`src/design/jet_pkg.sv`:
```
// Shared types and constants for the escape-time block.
package jet_pkg;

  localparam int FRAC_BITS_DEF = 28;
  localparam int ITER_CAP_DEF  = 255;

  localparam int ZW   = 32;
  localparam int PW   = 64;
  localparam int CNTW = 8;

  localparam logic [1:0] REG_C_REAL   = 2'd0;
  localparam logic [1:0] REG_C_IMAG   = 2'd1;
  localparam logic [1:0] REG_MAX_ITER = 2'd2;

  localparam logic [CNTW-1:0] MAX_ITER_RST = 8'd64;

  typedef enum logic [2:0] {
    ST_IDLE,
    ST_MUL,
    ST_SUM,
    ST_UPD,
    ST_DONE
  } state_t;

  typedef struct packed {
    logic load;
    logic mul;
    logic sum;
    logic upd;
    logic out_load;
  } cmd_t;

  typedef struct packed {
    logic cont;
  } status_t;

endpackage

```
`src/design/jet_ctrl.sv`:
```
// Sequencer for the escape-time iteration and the output beat.
module jet_ctrl (
  input  logic            clk,
  input  logic            rst,
  input  logic            in_valid,
  output logic            in_stall,
  output logic            out_valid,
  input  logic            out_stall,
  input  jet_pkg::status_t status,
  output jet_pkg::cmd_t   cmd
);

  jet_pkg::state_t state, state_next;
  logic out_valid_next;

  always_ff @(posedge clk) begin
    if (rst) begin
      state     <= jet_pkg::ST_IDLE;
      out_valid <= 1'b0;
    end else begin
      state     <= state_next;
      out_valid <= out_valid_next;
    end
  end

  always_comb begin
    state_next = state;
    cmd        = '0;
    in_stall   = 1'b1;
    case (state)
      jet_pkg::ST_IDLE: begin
        in_stall = 1'b0;
        if (in_valid) begin
          cmd.load   = 1'b1;
          state_next = jet_pkg::ST_MUL;
        end
      end
      jet_pkg::ST_MUL: begin
        cmd.mul    = 1'b1;
        state_next = jet_pkg::ST_SUM;
      end
      jet_pkg::ST_SUM: begin
        cmd.sum    = 1'b1;
        state_next = jet_pkg::ST_UPD;
      end
      jet_pkg::ST_UPD: begin
        if (status.cont) begin
          cmd.upd    = 1'b1;
          state_next = jet_pkg::ST_MUL;
        end else begin
          state_next = jet_pkg::ST_DONE;
        end
      end
      jet_pkg::ST_DONE: begin
        if (!out_valid || !out_stall) begin
          cmd.out_load = 1'b1;
          state_next   = jet_pkg::ST_IDLE;
        end
      end
      default: begin
        state_next = jet_pkg::ST_IDLE;
      end
    endcase
  end

  always_comb begin
    if (cmd.out_load) begin
      out_valid_next = 1'b1;
    end else if (out_valid && !out_stall) begin
      out_valid_next = 1'b0;
    end else begin
      out_valid_next = out_valid;
    end
  end

endmodule

```
`config.mk`:
```
export PLATFORM = sky130hd
export DESIGN_NAME = jet_ctrl
export DESIGN_NICKNAME = d
export VERILOG_FILES = /design/src/design/jet_pkg.sv /design/src/design/jet_ctrl.sv
export SDC_FILE = /design/constraint.sdc
export NUM_CORES = 1
export LEC_CHECK = 0
export BUFFER_PORTS_ARGS = -buffer_cell sky130_fd_sc_hd__buf_2
export CAP_MARGIN = 20
export CORE_AREA = 8 8 45 47
export DETAILED_ROUTE_END_ITERATION = 7
export DIE_AREA = 0 0 53 55
export SLEW_MARGIN = 10
export SYNTH_ARGS = -nofsm -noshare
export SYNTH_HDL_FRONTEND = slang
export SYNTH_SLANG_ARGS = --single-unit
```
`constraint.sdc`:
```
create_clock -name clk -period 1.7 [get_ports clk]
set_input_delay 0.085 -clock clk [delete_from_list [all_inputs] [get_ports clk]]
set_output_delay 0.085 -clock clk [all_outputs]
set_load 0.1 [all_outputs]
```
==> results.py <==
metrics = {
    "clock_network": {
        "postCtsHoldBufs": 0,
        "clk_latency_ns": 0.23,
        "cts_setup_buffers": 0,
        "cts_tree": "built",
        "numClockSinks": 4,
        "cts_root_buf": "clkbuf_4",
        "clock_path_buffers": 2,
        "cts-resized-gates": 0,
        "htree_num_levels": 1,
        "clkTransAtPathRegs_ns": 0.04,
        "cts_buffers": 3,
    },
    "placement": {
        "place_congestion": 0.6626,
        "place_hpwl_um": 447.8,
        "dp_cells": 51,
        "portBuffers": 11,
    },
    "floorplan": {
        "core_um2": 1384,
        "die_w_um": 53,
        "die-height_um": 55,
        "die_area_um2": 2915,
        "start_util_pct": 15.91,
        "io_pins": 12,
        "num_rows": 14,
    },
    "synth": {
        "yosysTopAreaCell": "dfxtp_1",
        "synth_edf_count": 0,
        "synth_common_cells": "dfxtp_1 (4), inv_1 (3)",
        "synth_area_um2": 220.2,
        "synthTopCellsByArea": "dfxtp_1 (36%), a21oi_2 (8.0%), or3b_1 (8.0%), inv_1 (5.1%), nand4bb_1 (5.1%)",
        "synth_cell_types": 16,
        "async_reset_ff_share_pct": 0,
        "avgSynthCellArea_um2": 8.808,
        "synth.top_cell.area_share_pct": 36.36,
        "syn-num-nets": 30,
        "synthesis.instances": 25,
        "yosys_warnings": 0,
        "seq_area_frac_synth_pct": 36.36,
        "synth_flop_cell": "dfxtp_1",
        "synth_most_common_cell": "dfxtp_1",
        "ys_seq_elements": 4,
    },
    "final_layout": {
        "final_cells": 54,
        "nFillCells": 159,
        "n_antenna_cell": 0,
        "area_growth_pct": 52.27,
        "layout-drive-gt1-share_pct": 52.63,
        "nets": 45,
    },
    "flow_run": {
        "cap_violations": 0,
    },
    "sta": {
        "report.final.slew_viol_count": 0,
        "fin_hold_ws_ns": 0.07881,
        "fmax_mhz": 621.5,
        "timing.final.crit_period_ns": 1.609,
        "relSlewSlack_pct": 67.62,
        "skew_ns": 0.001129,
        "worstMarginPinSlew_ns": 0.4890,
        "period_share_pct": 94.65,
        "setup-violations-final": 0,
        "rsz0062_at_grt": "false",
        "hold_viol": 0,
    },
    "global_routing": {
        "grt_max_degree": 8,
        "grt_pass1_vias": 234,
        "antenna_found_initial": 0,
        "grt_remaining_overflow": 0,
        "grtUsageTotal_pct": 4.155,
        "grt_pass1_wl_um": 848,
    },
    "routing": {
        "dr_total_vias": 221,
        "firstDrtPassIters": 2,
        "avgViaCountPerCell": 4.093,
        "ant_nets": 0,
        "wire_per_inst_um": 9.889,
        "routed_wirelength_um": 534,
        "drt_iter0_markers": 5,
        "drc": 0,
    },
    "worst_hold_path": {
        "worst_hold_path_type": "in2reg",
    },
    "setup_path": {
        "path_class": "reg2out",
        "reg2reg_depth": 2,
        "r2r_slack_ns": 0.69,
        "reg2reg_to": "out_valid",
        "timing.critical_path.from": "state[1]",
        "crit_end": "cmd[2]",
        "worstSetupEndpointType": "output pin",
        "cp-start-kind": "flop",
        "rr_startpoint": "state[2]",
        "cp_data_required_time_ns": 1.62,
        "crit_path_max_fanout": 7,
        "crit_arrival_ns": 1.52,
    },
    "pwr": {
        "vdd_drop_max_mv": 0.2652,
        "power_mw": 0.3671,
        "p_per_area_nw_per_um2": 1095,
        "total_leakage_power_nw": 0.1580,
    },
    "run_status": {
        "status": "finished clean",
    },
}
-- worst min path at each step --
| stage | to | startpoint | slack (ns) | cells past startpoint |
|---|---|---|---|---|
| 2_1_floorplan | out_valid | rst | 0.15 | 1 |
| 3_3_place_gp | out_valid | rst | 0.32 | 2 |
| 3_5_place_dp | state[1] | rst | 0.32 | 2 |
| 4_1_cts | state[1] | rst | 0.08 | 2 |
| 5_1_grt | out_valid | rst | 0.08 | 2 |
| 6_report | state[1] | rst | 0.08 | 2 |
-- sequential cells by signal, summed over array words and instances (netlist names) --
register and flops:
state 3, out_valid 1
-- stage by stage --
stage	worst slack [ns]	instance area [um2]	util, %	setup TNS (ns)
global placement	0.3468	312.8	22.60	0
detailed placement	0.3289	312.8	22.60	0
finish	0.09091	335.3	24.23	0
CTS	0.08127	335.3	24.23	0
global route	0.002453	335.3	24.23	0
floorplan	-0.1652	230.2	-	-0.1652
-- area by class of cell --
class	instances	area, um2	share of cell area (%)
inverter	3	11.26	3.358
clock buffer	3	22.52	6.716
sequential	4	80.08	23.88
multi-input combinational	17	131.4	39.18
tap	16	20.02	5.970
timing repair buffer	11	70.07	20.90
-- cell families (layout without fill, tap and decap cells) --
| logic type | Yosys count | count (layout) | synth area share, % |
|---|---|---|---|
| simple gates | 11 | 11 | 35.23 |
| compound gates | 6 | 6 | 19.89 |
| flops | 4 | 4 | 36.37 |
| buf+inv | 4 | 17 | 8.524 |
-- where the power goes --
group          internal (mW)  total (mW)  switching, mW
logic                 0.0283       0.146          0.118
clock network         0.0787       0.114         0.0350
registers              0.100       0.107        0.00749
total                  0.207       0.367          0.160
-- layer usage --
metal	vias to the layer above	share of wire, %	GRT usage [%]
li1	112	-	-
met1	106	34	3.196
met2	3	58	6.836
met3	0	8.1	2.941
met4	0	0	3.879
met5	-	0	0
-- cells in the final DEF, fill, tap and decap left out --
cell type  count
a211oi_1       1
a21oi_1        1
a21oi_2        2
buf_12         1
buf_2         10
clkbuf_4       3
dfxtp_1        4
inv_1          3
nand2_1        2
nand3b_1       1
nand4bb_1      1
nor2_2         1
nor2_4         1
o21bai_1       1
o22ai_1        1
or2b_2         1
or3_1          1
or3b_1         2
or3b_4         1
-- critical path, stage by stage, from the launching register on --
cell	delay (ns)
dfxtp_1	0.40
or3b_1	0.41
inv_1	0.06
buf_2	0.41
Power figures use the tool's default switching activity.
